===== src/btp_pkg.sv =====
// Shared types, constants and the deletion test for the thinning pass core.
// Used by every module under src except btp_ram; depends on nothing.
package btp_pkg;

    localparam int MAX_WIDTH  = 4096;
    localparam int MAX_HEIGHT = 4096;
    localparam int ADDR_W     = $clog2(MAX_WIDTH);
    localparam int DIM_W      = 13;
    localparam int PIX_W      = 8;

    localparam logic [DIM_W-1:0] WIDTH_RESET  = DIM_W'(640);
    localparam logic [DIM_W-1:0] HEIGHT_RESET = DIM_W'(480);
    localparam logic [PIX_W-1:0] THR_RESET    = PIX_W'(20);
    localparam logic [DIM_W-1:0] WIDTH_MAX    = DIM_W'(MAX_WIDTH);
    localparam logic [DIM_W-1:0] HEIGHT_MAX   = DIM_W'(MAX_HEIGHT);

    localparam logic [1:0] REG_FRAME_WIDTH  = 2'd0;
    localparam logic [1:0] REG_FRAME_HEIGHT = 2'd1;
    localparam logic [1:0] REG_FG_THRESHOLD = 2'd2;
    localparam logic [1:0] REG_PASS_SELECT  = 2'd3;

    localparam logic REQ_PIXEL = 1'b0;
    localparam logic REQ_FLUSH = 1'b1;

    typedef struct packed {
        logic [DIM_W-1:0] width;
        logic [DIM_W-1:0] height;
        logic [PIX_W-1:0] threshold;
        logic             pass_sel;
    } cfg_t;

    typedef struct packed {
        logic              bot;
        logic              top_en;
        logic              mid_en;
        logic              col0;
        logic              emit;
        logic              last;
        logic              fwd;
        logic [1:0]        fwd_data;
        logic [ADDR_W-1:0] addr;
    } scan_item_t;

    // window bit x*3+y: column x (0 left), row y (0 top)
    function automatic logic should_delete(input logic [8:0] w, input logic pass_sel);
        logic       nw, n, ne, e, se, s, sw, wst;
        logic [2:0] cnt, n1, n2, nm;
        logic       crit;
        nw  = w[0];
        wst = w[1];
        sw  = w[2];
        n   = w[3];
        s   = w[5];
        ne  = w[6];
        e   = w[7];
        se  = w[8];
        cnt = 3'(~n & (ne | e)) + 3'(~e & (se | s)) + 3'(~s & (sw | wst))
            + 3'(~wst & (nw | n));
        n1 = 3'(nw | n) + 3'(ne | e) + 3'(se | s) + 3'(sw | wst);
        n2 = 3'(n | ne) + 3'(e | se) + 3'(s | sw) + 3'(wst | nw);
        nm = (n1 < n2) ? n1 : n2;
        if (pass_sel) begin
            crit = (s | sw | ~nw) & wst;
        end else begin
            crit = (n | ne | ~se) & e;
        end
        return w[4] && (cnt == 3'd1) && (nm == 3'd2 || nm == 3'd3) && !crit;
    endfunction

endpackage


===== src/btp_eval.sv =====
// 3x3 window, deletion test and result register; writes rows back to the
// line store. Depends on btp_pkg.
module btp_eval (
    input  logic                       aclk,
    input  logic                       aresetn,
    input  logic                       pass_sel,
    input  logic                       restart,
    input  btp_pkg::scan_item_t        item,
    input  logic                       item_valid,
    input  logic [1:0]                 rd_data,
    output logic                       take,
    output logic                       wr_en,
    output logic [btp_pkg::ADDR_W-1:0] wr_addr,
    output logic [1:0]                 wr_data,
    output logic                       m_tvalid,
    input  logic                       m_tready,
    output logic [7:0]                 m_tdata,  // [0] out_pixel, [1] deleted,
                                                 // [2] frame_changed, [7:3] zero
    output logic                       m_tlast   // last_of_frame
);

    logic [8:0] window_reg, window_next;
    logic       any_del_reg, any_del_next;
    logic       m_valid_reg, m_valid_next;
    logic [2:0] m_data_reg, m_data_next;
    logic       m_last_reg, m_last_next;
    logic       upper, middle, top, mid;
    logic [2:0] column;
    logic [8:0] shifted, evalw;
    logic       del, adv;

    assign take = !m_valid_reg || m_tready;
    assign adv  = item_valid && take;

    always_comb begin
        upper   = item.fwd ? item.fwd_data[1] : rd_data[1];
        middle  = item.fwd ? item.fwd_data[0] : rd_data[0];
        top     = item.top_en & upper;
        mid     = item.mid_en & middle;
        column  = {item.bot, mid, top};
        shifted = {3'b000, window_reg[8:3]};
        if (item.col0) begin
            window_next = {column, 6'b000000};
            evalw       = shifted;
        end else begin
            window_next = shifted | {column, 6'b000000};
            evalw       = window_next;
        end
        del          = item.emit && btp_pkg::should_delete(evalw, pass_sel);
        any_del_next = any_del_reg | del;
        if (item.last) begin
            window_next  = '0;
            any_del_next = 1'b0;
        end

        m_valid_next = m_valid_reg;
        m_data_next  = m_data_reg;
        m_last_next  = m_last_reg;
        if (take) begin
            m_valid_next = item_valid && item.emit;
            m_data_next  = {item.last & (any_del_reg | del), del, evalw[4] & ~del};
            m_last_next  = item.last;
        end
    end

    always_ff @(posedge aclk) begin
        if (!aresetn || restart) begin
            window_reg  <= '0;
            any_del_reg <= 1'b0;
        end else if (adv) begin
            window_reg  <= window_next;
            any_del_reg <= any_del_next;
        end
        if (!aresetn) begin
            m_valid_reg <= 1'b0;
        end else begin
            m_valid_reg <= m_valid_next;
        end
        m_data_reg <= m_data_next;
        m_last_reg <= m_last_next;
    end

    assign wr_en    = adv;
    assign wr_addr  = item.addr;
    assign wr_data  = {mid, item.bot};
    assign m_tvalid = m_valid_reg;
    assign m_tdata  = {5'b00000, m_data_reg};
    assign m_tlast  = m_last_reg;

endmodule

===== config.mk =====
export PLATFORM = sky130hd
export DESIGN_NAME = btp_eval
export DESIGN_NICKNAME = d
export VERILOG_FILES = /design/src/btp_pkg.sv /design/src/btp_eval.sv
export SDC_FILE = /design/constraint.sdc
export NUM_CORES = 1
export LEC_CHECK = 0
export BUFFER_PORTS_ARGS = -buffer_cell sky130_fd_sc_hd__buf_2
export CAP_MARGIN = 20
export CORE_UTILIZATION = 44
export DETAILED_ROUTE_END_ITERATION = 8
export GPL_ROUTABILITY_DRIVEN = 1
export PLACE_DENSITY_LB_ADDON = 0.08
export SKIP_LAST_GASP = 1
export SYNTH_ARGS = -nofsm -noshare
export SYNTH_HDL_FRONTEND = slang
export SYNTH_SLANG_ARGS = --single-unit

===== constraint.sdc =====
create_clock -name aclk -period 4.5 [get_ports aclk]
set_input_delay 0.675 -clock aclk [delete_from_list [all_inputs] [get_ports aclk]]
set_output_delay 0.675 -clock aclk [all_outputs]
set_load 0.02 [all_outputs]

# == Word level (Yosys, flattened, before mapping) ==
# Cells that the tools add are included.
# word_totals
elab_cells,69
latch_bits,0
regBits,15
out_inout_bits,26
romBits,0
mem_bits_rw,0
n_memories,0
# op_classes
mux,8
div,0
bitwise,31
mul,0
shifts,0
reduce_logical,12
n_eq_ne,3
addsub,9
order_cmp,1
# ops
operator,n
2-to-1 mux 9 bit,3
bitwise OR 1 bit,13
bitwise AND 3 bit,4
NOT 1 -> 3 bit,4
adder 3 bit,3
bitwise OR 6 x 9 -> 9 bit,1
adder 2 x 1 -> 3 bit,2
adder 3 x 1 -> 3 bit,2
bitwise AND 1 bit,6
"== test 3 x 2 -> 1 bit, second input constant",2
logical AND 1 bit,6
adder 1 x 1 -> 2 bit,2
2-to-1 mux 1 bit,4
"== test 3 x 1 -> 1 bit, second input constant",1
logical NOT 1 bit,3
logical OR 1 bit,3
< comparator 3 bit,1
2-to-1 mux 3 bit,1
NOT 1 bit,3

# == Longest topological paths before layout ==
# logic_depth
ltp_word,17
mapped_depth,15
depth_no_buf,15

# == Least setup slack after synthesis ==
# Ideal clock, no wire load.
# synth_timing
path_type,input-to-reg
startpoint,input port item[14] (netlist bit)
endpoint,register m_data_reg[0] (data pin)
path_buffers,0
setup_slack_ns,0.856
required_time_ns,4.245
path_stages,12
t_arrival_ns,3.389
path_cell_list,mux2_2 > nand2_1 > a21oi_1 > nor2b_1 > fa_1 > ha_1 > ha_1 > or4b_1 > a311oi_2 > o41ai_2 > nor2_2 > nor2b_1
# synth_via
elab_chain_cells,17
word_cells_on_any_way,38
# synth_lines
item,line,rtl
"start, declared",btp_eval.sv:8,"input btp_pkg::scan_item_t item,"
"2-to-1 mux 1 bit, on equally long branches","btp_eval.sv:36, btp_eval.sv:37",
"bitwise AND 1 bit, on equally long branches","btp_eval.sv:38, btp_eval.sv:39",
bitwise OR 6 x 9 -> 9 bit *,btp_eval.sv:46,"window_next = shifted | {column, 6'b000000};"
2-to-1 mux 9 bit *,btp_eval.sv:42,if (item.col0) begin
"bitwise OR 1 bit, on equally long branches",--,
"adder 1 x 1 -> 2 bit, on equally long branches","btp_pkg.sv:59, btp_pkg.sv:60",
"adder 2 x 1 -> 3 bit, on equally long branches","btp_pkg.sv:59, btp_pkg.sv:60",
"adder 3 x 1 -> 3 bit, on equally long branches","btp_pkg.sv:59, btp_pkg.sv:60",
(+2 left out),--,
== test 3 x 2 -> 1 bit,btp_pkg.sv:67,return w[4] && (cnt == 3'd1) && (nm == 3'd2 || nm == 3'd3) && !crit;
logical OR 1 bit,btp_pkg.sv:67,
logical AND 1 bit,btp_pkg.sv:67,
logical AND 1 bit *,btp_pkg.sv:67,
logical AND 1 bit *,btp_eval.sv:49,"del = item.emit && btp_pkg::should_delete(evalw, pass_sel);"
net del,btp_eval.sv:30,"logic del, adv;"
NOT 1 bit *,btp_eval.sv:61,"m_data_next = {item.last & (any_del_reg | del), del, evalw[4] & ~del};"
bitwise AND 1 bit *,btp_eval.sv:61,
"end signal, assigned",btp_eval.sv:79,m_data_reg <= m_data_next;
"end, declared",btp_eval.sv:25,"logic [2:0] m_data_reg, m_data_next;"
# Mark *: on every way through the listed nets, which the timed path passes. The rest lies on a longest branch.
# A chain may end at the register's enable or synchronous reset.

# == Worst setup path after layout ==
# Same ends and word-level chain as after synthesis.

==> results.json <==
{
  "status": "completed",
  "cp_max_fo": 5,
  "die_y_um": 49.25,
  "hold_path_class": "flop to flop",
  "cp_slowest_cell": "or4b_1",
  "gp_congestion": 0.7901,
  "grt_pass1_vias": 701,
  "nets": 165,
  "io_buffer_count": 25,
  "drcViolationCount": 0,
  "overflow": 0,
  "p_switching_uw": 67.76,
  "path_buf_inv": 1,
  "fin_crit_sh": 0.8023,
  "viasPerCell": 4.967,
  "clkPwrFrac": 0.290,
  "syn-instance-count": 110,
  "end_kind": "flop",
  "setup_viol": 0,
  "worstRegToRegCells": 10,
  "maxCapViolations": 0,
  "cts_setup_buffers": 0,
  "clk_latency_ns": 0.27,
  "critPathTopFamily": "simple AND/OR/NAND/NOR gates",
  "diodes": 0,
  "hold_buffers": 0,
  "placementRows": 16,
  "cts_tree": "done",
  "largest_reg_flops": 6,
  "grt_max_degree": 12,
  "p_int_uw": 165.3,
  "vias": 745,
  "die_w_um": 49.25,
  "path_cells": "buf_2, mux2_2, nand2_1, a21oi_1, nor2b_1, fa_1, ha_1, ha_1, or4b_1, a311oi_2, o41ai_2, nor2_2, nor2b_1",
  "sequentialPowerShare": 0.494,
  "core_um2": 2022,
  "antenna_found_initial": 0,
  "yosysUniqueCellTypes": 29,
  "crit_path_start_kind": "input pin",
  "die_area_um2": 2425,
  "hold_viol": 0,
  "synth_seq_cells": 12,
  "pwr-share-comb": 0.216,
  "dp_slack_ns": 0.6010,
  "hpwl_mm": 1.458,
  "initial_core_util": 0.4858,
  "root_buffer": "clkbuf_4",
  "grt_pass1_wl_mm": 3.070,
  "drtAntennaViolNets": 0,
  "mappedNetlistArea_um2": 982.2,
  "critPathRequiredTime_ns": 4.53,
  "p_leak_nw": 0.5227,
  "cts.sinks": 12,
  "timing.fmax_mhz": 277.0,
  "skew_ns": 0.001693,
  "setup-tns-final_ns": 0,
  "drv_slew": 0,
  "rsz0062_at_grt": "no",
  "cpPeakStageDelay_ns": 0.53,
  "p_total_uw": 233.1,
  "cts_resized": 0,
  "area_growth_pct": 5.350,
  "ir_drop_mv": 0.1317,
  "pin_count": 55,
  "rrSetupSlack_ns": 1.37,
  "cts-buffers-inserted": 3,
  "hold-path-endpoint": "any_del_reg",
  "avgSynthCellArea_um2": 8.929,
  "hold_depth": 1,
  "drive_gt1_frac": 0.3008,
  "wl_per_cell_um": 11.74,
  "wl_mm": 1.761,
  "min-delay-start": "any_del_reg",
  "layout_min_cycle_time_ns": 3.610,
  "utilization": 0.5118,
  "clock_path_buffers": 2,
  "swShare": 0.2907,
  "dr.pass1.iters": 4,
  "ys_seq_area_frac": 0.2854,
  "cts.htree.levels": 1,
  "grt_usage": 0.1682,
  "final.setup.worst_slack_ns": 0.8897,
  "rr_endpoint": "m_data_reg[0]",
  "async_flop_share": 0,
  "synthFlopType": "dfxtp_1",
  "r2r-start": "window_reg[6]",
  "synth_warnings": 0,
  "synth_edf_count": 4,
  "clk_pin_slew_worst_paths_ns": 0.07,
  "place_inst": 146,
  "arrival_ns": 3.64,
  "final_cells": 150,
  "pwr_density_cell_nw_per_um2": 225.2,
  "path_class": "input pin to flop",
  "drt_iter0_markers": 7
}
==> synth_stat cells, types with 4 or more instances <==
master,n,area (um2)
edfxtp_1,4,120.1
a21oi_1,9,45.04
dfxtp_1,8,160.2
nor2b_1,5,31.28
nand2_1,9,33.78
ha_1,9,112.6
buf_4,19,142.6
inv_1,8,30.03
nor2_1,5,18.77
nor3_1,4,20.02
==> cell families after synthesis <==
| logic type | share of synthesized area |
|---|---|
| other cells | 0.003818 |
| fa+ha+maj | 0.1758 |
| buf+inv | 0.1809 |
| mux | 0.03312 |
| simple gates | 0.1809 |
| flops | 0.2854 |
| compound gates | 0.1401 |
==> cells in the final DEF (no fill, tap or decap), drive strengths merged, types with 3 or more instances in the layout <==
master,synthesis,layout
nor2,6,6
conb,1,5
nor2b,5,5
fa,3,3
nor3,4,4
buf,20,25
nand3,3,3
ha,9,9
nand2,9,9
edfxtp,4,4
inv,8,8
dfxtp,8,8
clkbuf,0,3
or2,3,3
a21oi,9,9
o21a,3,3
==> power by group through the flow <==
stage / clock [mW] / sequential [mW] / combinational [mW]
2_1_floorplan: 0 / 0.120 / 0.0509
3_3_place_gp: 0 / 0.118 / 0.0510
3_5_place_dp: 0 / 0.118 / 0.0507
4_1_cts: 0.0711 / 0.115 / 0.0508
5_1_grt: 0.0763 / 0.115 / 0.0571
6_report: 0.0677 / 0.115 / 0.0503
==> metal layers <==
metal  wire [um]  global-route usage  up-vias
met5           0                   0        -
met4          42             0.09804        0
met3         170             0.06854        8
met2         763              0.2511       33
met1         785              0.2008      329
li1            -                   -      375
==> final cells by class <==
cell class,instances,area (um2)
clock buffers,3,22.52
well taps,27,33.78
repair buffers,25,125.1
clock inverters,1,3.754
multi-input cells,74,539.3
flip-flops and latches,12,280.3
inverters,8,30.03
fillers,191,987.2
==> how the worst max path moves through the flow <==
| stage | from | to | slack (ns) | depth (start not counted) |
|---|---|---|---|---|
| floorplan | item[14] | m_data_reg[0] | 0.86 | 12 |
| global placement | item[14] | m_data_reg[0] | 0.65 | 13 |
| detailed placement | item[14] | m_data_reg[0] | 0.60 | 13 |
| CTS | item[14] | m_data_reg[0] | 0.91 | 13 |
| global route | item[14] | m_data_reg[0] | 0.76 | 13 |
| finish | item[14] | m_data_reg[0] | 0.89 | 13 |
==> stage by stage <==
stage	instance area, um2	hold slack [ns]
5_1_grt	1035	0.5152
3_5_place_dp	1008	0.4545
2_1_floorplan	997.2	0.4413
6_report	1035	0.4721
4_1_cts	1035	0.4758
3_3_place_gp	1008	0.4563
(Power assumes the default switching activity.)
