===== config.mk =====
export PLATFORM = sky130hd
export DESIGN_NAME = btp_scan
export DESIGN_NICKNAME = d
export VERILOG_FILES = /design/src/btp_pkg.sv /design/src/btp_scan.sv
export SDC_FILE = /design/constraint.sdc
export NUM_CORES = 1
export LEC_CHECK = 0
export BUFFER_PORTS_ARGS = -buffer_cell sky130_fd_sc_hd__buf_2
export CAP_MARGIN = 20
export CORE_MARGIN = 2
export CORE_UTILIZATION = 55
export CTS_BUF_LIST = sky130_fd_sc_hd__clkbuf_2 sky130_fd_sc_hd__clkbuf_4 sky130_fd_sc_hd__clkbuf_8
export DETAILED_ROUTE_END_ITERATION = 12
export GPL_TIMING_DRIVEN = 0
export PLACE_DENSITY_LB_ADDON = 0.25
export REMOVE_ABC_BUFFERS = 1
export SLEW_MARGIN = 30
export SYNTH_ARGS = -nofsm -noshare
export SYNTH_HDL_FRONTEND = slang
export SYNTH_SLANG_ARGS = --single-unit

===== constraint.sdc =====
create_clock -name aclk -period 2.8 [get_ports aclk]
set_clock_uncertainty 0.05 [all_clocks]
set_input_delay 0.14 -clock aclk [delete_from_list [all_inputs] [get_ports aclk]]
set_output_delay 0.14 -clock aclk [all_outputs]
set_load 0.02 [all_outputs]

===== src/btp_pkg.sv =====
// Shared types, constants and the deletion test for the thinning pass core.
// Used by every module under src except btp_ram; depends on nothing.
package btp_pkg;

    localparam int MAX_WIDTH  = 4096;
    localparam int MAX_HEIGHT = 4096;
    localparam int ADDR_W     = $clog2(MAX_WIDTH);
    localparam int DIM_W      = 13;
    localparam int PIX_W      = 8;

    localparam logic [DIM_W-1:0] WIDTH_RESET  = DIM_W'(640);
    localparam logic [DIM_W-1:0] HEIGHT_RESET = DIM_W'(480);
    localparam logic [PIX_W-1:0] THR_RESET    = PIX_W'(20);
    localparam logic [DIM_W-1:0] WIDTH_MAX    = DIM_W'(MAX_WIDTH);
    localparam logic [DIM_W-1:0] HEIGHT_MAX   = DIM_W'(MAX_HEIGHT);

    localparam logic [1:0] REG_FRAME_WIDTH  = 2'd0;
    localparam logic [1:0] REG_FRAME_HEIGHT = 2'd1;
    localparam logic [1:0] REG_FG_THRESHOLD = 2'd2;
    localparam logic [1:0] REG_PASS_SELECT  = 2'd3;

    localparam logic REQ_PIXEL = 1'b0;
    localparam logic REQ_FLUSH = 1'b1;

    typedef struct packed {
        logic [DIM_W-1:0] width;
        logic [DIM_W-1:0] height;
        logic [PIX_W-1:0] threshold;
        logic             pass_sel;
    } cfg_t;

    typedef struct packed {
        logic              bot;
        logic              top_en;
        logic              mid_en;
        logic              col0;
        logic              emit;
        logic              last;
        logic              fwd;
        logic [1:0]        fwd_data;
        logic [ADDR_W-1:0] addr;
    } scan_item_t;

    // window bit x*3+y: column x (0 left), row y (0 top)
    function automatic logic should_delete(input logic [8:0] w, input logic pass_sel);
        logic       nw, n, ne, e, se, s, sw, wst;
        logic [2:0] cnt, n1, n2, nm;
        logic       crit;
        nw  = w[0];
        wst = w[1];
        sw  = w[2];
        n   = w[3];
        s   = w[5];
        ne  = w[6];
        e   = w[7];
        se  = w[8];
        cnt = 3'(~n & (ne | e)) + 3'(~e & (se | s)) + 3'(~s & (sw | wst))
            + 3'(~wst & (nw | n));
        n1 = 3'(nw | n) + 3'(ne | e) + 3'(se | s) + 3'(sw | wst);
        n2 = 3'(n | ne) + 3'(e | se) + 3'(s | sw) + 3'(wst | nw);
        nm = (n1 < n2) ? n1 : n2;
        if (pass_sel) begin
            crit = (s | sw | ~nw) & wst;
        end else begin
            crit = (n | ne | ~se) & e;
        end
        return w[4] && (cnt == 3'd1) && (nm == 3'd2 || nm == 3'd3) && !crit;
    endfunction

endpackage


===== src/btp_scan.sv =====
// Raster position counters and input stage: thresholds each request and issues
// the line-store read. Depends on btp_pkg.
module btp_scan (
    input  logic                      aclk,
    input  logic                      aresetn,
    input  btp_pkg::cfg_t             cfg,
    input  logic                      restart,
    input  logic                      s_tvalid,
    output logic                      s_tready,
    input  logic [7:0]                s_tdata,   // [7:0] pixel_value
    input  logic                      s_tuser,   // [0] req_type
    input  logic                      take,
    input  logic [1:0]                wr_data,
    output btp_pkg::scan_item_t       item,
    output logic                      item_valid,
    output logic                      rd_en,
    output logic [btp_pkg::ADDR_W-1:0] rd_addr
);

    logic [btp_pkg::DIM_W-1:0] row_reg, row_next;
    logic [btp_pkg::DIM_W-1:0] col_reg, col_next;
    logic                      valid_reg, valid_next;
    btp_pkg::scan_item_t       item_reg, item_next;
    logic                      accept;
    logic                      is_last;

    assign s_tready = !valid_reg || take;
    assign accept   = s_tvalid && s_tready;
    assign is_last  = (col_reg == '0) &&
                      (row_reg == btp_pkg::DIM_W'(cfg.height + btp_pkg::DIM_W'(1)));

    always_comb begin
        item_next          = item_reg;
        item_next.bot      = (row_reg < cfg.height) && (s_tuser == btp_pkg::REQ_PIXEL) &&
                             (s_tdata >= cfg.threshold);
        item_next.top_en   = row_reg >= btp_pkg::DIM_W'(2);
        item_next.mid_en   = row_reg >= btp_pkg::DIM_W'(1);
        item_next.col0     = col_reg == '0;
        item_next.emit     = (col_reg == '0) ? (row_reg >= btp_pkg::DIM_W'(2)) :
                             ((row_reg >= btp_pkg::DIM_W'(1)) && (row_reg <= cfg.height));
        item_next.last     = is_last;
        item_next.fwd      = valid_reg && (item_reg.addr == col_reg[btp_pkg::ADDR_W-1:0]);
        item_next.fwd_data = wr_data;
        item_next.addr     = col_reg[btp_pkg::ADDR_W-1:0];

        row_next   = row_reg;
        col_next   = col_reg;
        valid_next = valid_reg;
        if (take) begin
            valid_next = 1'b0;
        end
        if (accept) begin
            valid_next = 1'b1;
            if (is_last) begin
                row_next = '0;
                col_next = '0;
            end else if (col_reg == btp_pkg::DIM_W'(cfg.width - btp_pkg::DIM_W'(1))) begin
                row_next = btp_pkg::DIM_W'(row_reg + btp_pkg::DIM_W'(1));
                col_next = '0;
            end else begin
                col_next = btp_pkg::DIM_W'(col_reg + btp_pkg::DIM_W'(1));
            end
        end
    end

    always_ff @(posedge aclk) begin
        if (!aresetn || restart) begin
            row_reg   <= '0;
            col_reg   <= '0;
            valid_reg <= 1'b0;
        end else begin
            row_reg   <= row_next;
            col_reg   <= col_next;
            valid_reg <= valid_next;
        end
        if (accept) begin
            item_reg <= item_next;
        end
    end

    assign item       = item_reg;
    assign item_valid = valid_reg;
    assign rd_en      = accept;
    assign rd_addr    = col_reg[btp_pkg::ADDR_W-1:0];

endmodule


# [Word-level counts from Yosys, hierarchy flattened]
# Index checks and enable logic that the tools add are counted.
[word_totals] regBits=48 out_inout_bits=36 wordCells=46
[classes] n_reduce_logical=14 add_sub_neg=4 eq_ne=3 n_lt_le_gt_ge=5 bitwise_logic=1 muxes=7
[op_table] op="two-way mux 13 bit" count=4
[op_table] op="adder 13 x 1 -> 13 bit (second input constant)" count=3
[op_table] op="== test 13 bit" count=2
[op_table] op=">= comparator 13 x 1 -> 1 bit (second input constant)" count=1
[op_table] op=">= comparator 13 x 2 -> 1 bit (second input constant)" count=1
[op_table] op="<= comparator 13 bit" count=1
[op_table] op="logical NOT 13 bit" count=1
[op_table] op="< comparator 13 bit" count=1
[op_table] op="subtractor 13 x 1 -> 13 bit (second input constant)" count=1
[op_table] op="== test 12 bit" count=1
[op_table] op=">= comparator 8 bit" count=1
[op_table] op="logical AND 1 bit" count=6
[op_table] op="nonzero test 2 bit" count=2
[op_table] op="two-way mux 1 bit" count=3
[op_table] op="logical NOT 1 bit" count=2
[op_table] op="logical OR 1 bit" count=2
[op_table] op="AND reduction 2 bit" count=1
[op_table] op="inverter 1 bit" count=1

# [Logic depth before layout (Yosys ltp)]
[depth] depth_word=5 depth_mapped=13

# [Worst setup path before layout]
# No wires, ideal clock.
[synth_path] kind="reg2reg" start="register valid_reg, in the netlist item_valid" end="register col_reg[4] (netlist name)" period_less_slack_ns=2.484 arrival_ns=2.320 stages_incl_launch_ff=8 slack_ns=0.316 required_ns=2.636 cell_sequence="dfxtp_1 nand2b_1 nand2_1 inv_1 buf_1 nand4_1 xor2_1 nor2_1"
[synth_between] elab_chain_len=3
[synth_lines] item="start, declared" line="btp_scan.sv:22" rtl="logic valid_reg, valid_next;"
[synth_lines] item="start signal, assigned" line="btp_scan.sv:74" rtl="valid_reg <= valid_next;"
[synth_lines] item="logical NOT 1 bit" line="btp_scan.sv:27" rtl="assign s_tready = !valid_reg || take;"
[synth_lines] item="logical OR 1 bit" line="btp_scan.sv:27"
[synth_lines] item="named net s_tready" line="btp_scan.sv:9" rtl="output logic s_tready,"
[synth_lines] item="logical AND 1 bit" line="btp_scan.sv:28" rtl="assign accept = s_tvalid && s_tready;"
[synth_lines] item="named net rd_en" line="btp_scan.sv:16" rtl="output logic rd_en,"
[synth_lines] item="end signal, assigned" line="btp_scan.sv:73" rtl="col_reg <= col_next;"
[synth_lines] item="end, declared" line="btp_scan.sv:21" rtl="logic [btp_pkg::DIM_W-1:0] col_reg, col_next;"
# The timed path passes the listed nets, and every way through them passes these cells.
# A chain may end at the register's enable or synchronous reset.

# [Worst setup path after layout]
[layout_path] start="register col_reg[8] (netlist name)" end="register row_reg[0] (netlist name)"
[layout_between] elab_chain_len=4 word_cells_on_any_way=6 classes_between="1 x eq/ne; 1 x mux; 4 x reduce/logical"
[layout_lines] item="logical NOT 13 bit" line="btp_scan.sv:29" rtl="assign is_last = (col_reg == '0) &&"
[layout_lines] item="logical AND 1 bit" line="btp_scan.sv:29"
[layout_lines] item="nonzero test 2 bit (no source line)"
[layout_lines] item="AND reduction 2 bit (no source line)"
[layout_lines] item="end signal, assigned" line="btp_scan.sv:72" rtl="row_reg <= row_next;"
[layout_lines] item="end, declared" line="btp_scan.sv:20" rtl="logic [btp_pkg::DIM_W-1:0] row_reg, row_next;"
# Several ways; a longest one is shown, not always the timed one.

==> flow_metrics.tcl <==
set metrics [dict create \
    cp-end-kind "flop" \
    htree_levels 2 \
    num-nets-final 588 \
    slew-limit-headroom 0.5134 \
    clock-sinks 48 \
    chipWidth_microns 88.53 \
    root_buffer "clkbuf_8" \
    n_antenna_cell 0 \
    crit_start "col_reg[8]" \
    die_h_microns 88.53 \
    ys_seq_area_frac 0.2980 \
    place_inst 595 \
    io_pins 87 \
    grt_pass1_wl_microns 14280 \
    p_per_area_nw_per_um2 327.3 \
    cts_tree "done" \
    track_usage 0.2319 \
    async_reset_ff_frac 0 \
    rsz0062_at_grt "false" \
    layoutNonFillerInstCount 606 \
    ff2ff_path_depth 9 \
    grt_pass1_vias 3017 \
    dp_hpwl_microns 6965 \
    status "finished clean" \
    hold_class "input pin to flop" \
    area_growth_pct 12.23 \
    portBuffers 85 \
    synth_cell_types 74 \
    syn-mean-instance-area_sq_um 8.792 \
    rr_endpoint "row_reg[0]" \
    min_period_ns 2.611 \
    coreArea_sq_um 6869 \
    final-setup-viol-count 0 \
    largest_register_ffs 21 \
    ys_seq_elements 48 \
    synth_flop_cell "dfxtp_1" \
    wl_per_cell_microns 15.07 \
    tightest_slew_ns 0.7284 \
    cap_violations 0 \
    cp.arrival_ns 2.76 \
    clk_latency_ns 0.31 \
    drt_iter0_markers 206 \
    drive_above_1_share 0.2392 \
    vias_per_cell 5.800 \
    multi_input_area_sq_um 2419 \
    cts_buffers 5 \
    regArea_sq_um 1172 \
    synth_edf_count 21 \
    r2r_slack_ns 0.19 \
    drv_slew 0 \
    drtAntennaViolNets 0 \
    drt_pre_antenna_iters 5 \
    setup_tns_ns 0 \
    clk_pin_slew_ns 0.09 \
    final_hold_viol_count 0 \
    wl_microns 9132 \
    fin_util 0.6421 \
    cts_buffer_depth 2 \
    syn_area_sq_um 3930 \
    rows 30 \
    ir_worst_vdd_mv 0.2693 \
    yosys_warnings 0 \
    fillers 600 \
    antenna_found_initial 0 \
    start_kind "flop" \
    critical_path.max_fanout 14 \
    initial_core_util 0.5721 \
    fin_crit_sh 0.9326 \
    p_leak_nw 1.899 \
    crit_end "row_reg[0]" \
    dieArea_sq_um 7838 \
    grt_start_max_net_pins 35 \
    num_vias 3515 \
    worst-setup-path-type "flop to flop" \
    place.gp.congestion 0.9137 \
    timing.rr.start "col_reg[8]" \
    crit_required_ns 2.95 \
    drc 0 \
    timing.fmax_mhz 382.9 \
    grt_overflow 0 \
    syn_inst 447 \
]
-- synth_stat cells, drive strengths merged, types with 2 or more instances --
library cell  instances  area, sq um
nand4b                7        61.31
or2                   2        12.52
buf                  25        175.2
ha                   28        350.3
nand2                24        100.1
nor4b                 2        17.52
nor3                 13        92.59
a211oi                4        40.03
clkbuf                8        32.53
and4                  6        52.55
xor2                 20        175.2
nand3                21        122.6
nand4                21        131.4
o21a                  2        15.01
or3                   5        31.28
dfxtp                27        540.5
nor2                 33        131.4
nor4                 12        90.09
a221o                 2        20.02
nand3b                2        15.01
a21oi                20        100.1
nor3b                 2        15.01
o31ai                 2        15.01
nor2b                 5        31.28
a21o                  4        30.03
and4b                 2        21.27
o311ai                2        17.52
mux2i                 2        20.02
inv                  38        142.6
o211ai               12        108.9
and2                  3        20.02
o21ai                 8        40.04
edfxtp               21        630.6
a41o                  2        21.27
xnor2                26        227.7
and3                 13        82.58
nand2b                6        37.54
-- repair_timing --
item                                   CTS  global route
setup buffers                            0             1
hold buffers                             2             0
endpoints found under the hold margin    2             0
pin swaps                                1             1
resized for setup                        0             6
setup endpoints to repair                1            24
-- layout make-up --
| type | count | share of cell area |
|---|---|---|
| inverters | 38 | 0.03291 |
| flip-flops and latches | 48 | 0.2658 |
| repair buffers | 88 | 0.1055 |
| well taps | 96 | 0.02723 |
| clock buffers | 6 | 0.01730 |
| clock inverters | 2 | 0.002837 |
| multi-input cells | 328 | 0.5484 |
-- logic make-up (layout without fill, tap and decap cells) --
logic type,Yosys count,count (layout),share of synthesized area
DFF,48,48,0.2980
and+or+nand+nor,183,183,0.2802
xor gates and xnor gates,46,46,0.1025
muxes,2,2,0.005094
AOI/OAI and AO/OA,69,69,0.1359
adders and majority gates,28,28,0.08914
buffers and inverters,71,134,0.08914
-- critical path: stages, from the launching register on --
cell and delay [ns]:
dfxtp_1 0.46, nor4_1 0.41, and3_1 0.36, nand2_1 0.10, nor4_2 0.24, o2111a_2 0.38
nand2_4 0.13, o211ai_4 0.13, buf_12 0.17, mux2i_1 0.08
-- per-stage QoR --
step	hold WS, ns	worst slack [ns]	power, mW	cell area, sq um
after floorplan	0.1889	0.06353	0.9356	3722
after CTS	0.01923	0.009609	1.452	4377
after detailed placement	0.2727	-0.03896	1.040	4268
after global placement	0.2723	-0.1695	1.032	4268
after global routing	0.03724	0.03973	1.518	4410
final	0.02719	0.1887	1.443	4410
-- report_power, final --
group	total [mW]	leakage [nW]	switching, mW	internal (mW)
Sequential	0.757	0.428	0.0105	0.747
Clock	0.412	0.0446	0.227	0.184
Combinational	0.275	1.43	0.164	0.111
-- worst min-delay path by stage --
stage,start,to,slack [ns],cells after the start
5_1_grt,s_tvalid,item_valid,0.04,3
6_report,s_tvalid,item_valid,0.03,3
2_1_floorplan,wr_data[0],item[12],0.19,0
4_1_cts,s_tvalid,item_valid,0.02,3
3_5_place_dp,wr_data[0],item[12],0.27,1
3_3_place_gp,wr_data[1],item[13],0.27,1
-- per-layer routing --
layer	wire [microns]	track usage	share of wire	vias up
met5	0	0	0	-
li1	-	-	-	1733
met2	4350	0.3746	0.48	117
met1	4191	0.3331	0.46	1658
met3	525	0.03172	0.057	7
met4	65	0.04959	0.0071	0
-- layout by cell type (no fill, tap or decap), drive strengths merged, types with 21 or more instances in the layout --
cell and n:
buf 86, dfxtp 27, edfxtp 21, ha 28, inv 38, nand2 24, nand3 21, nand4 21
nor2 33, xnor2 26
Power figures use the tool's default switching activity.
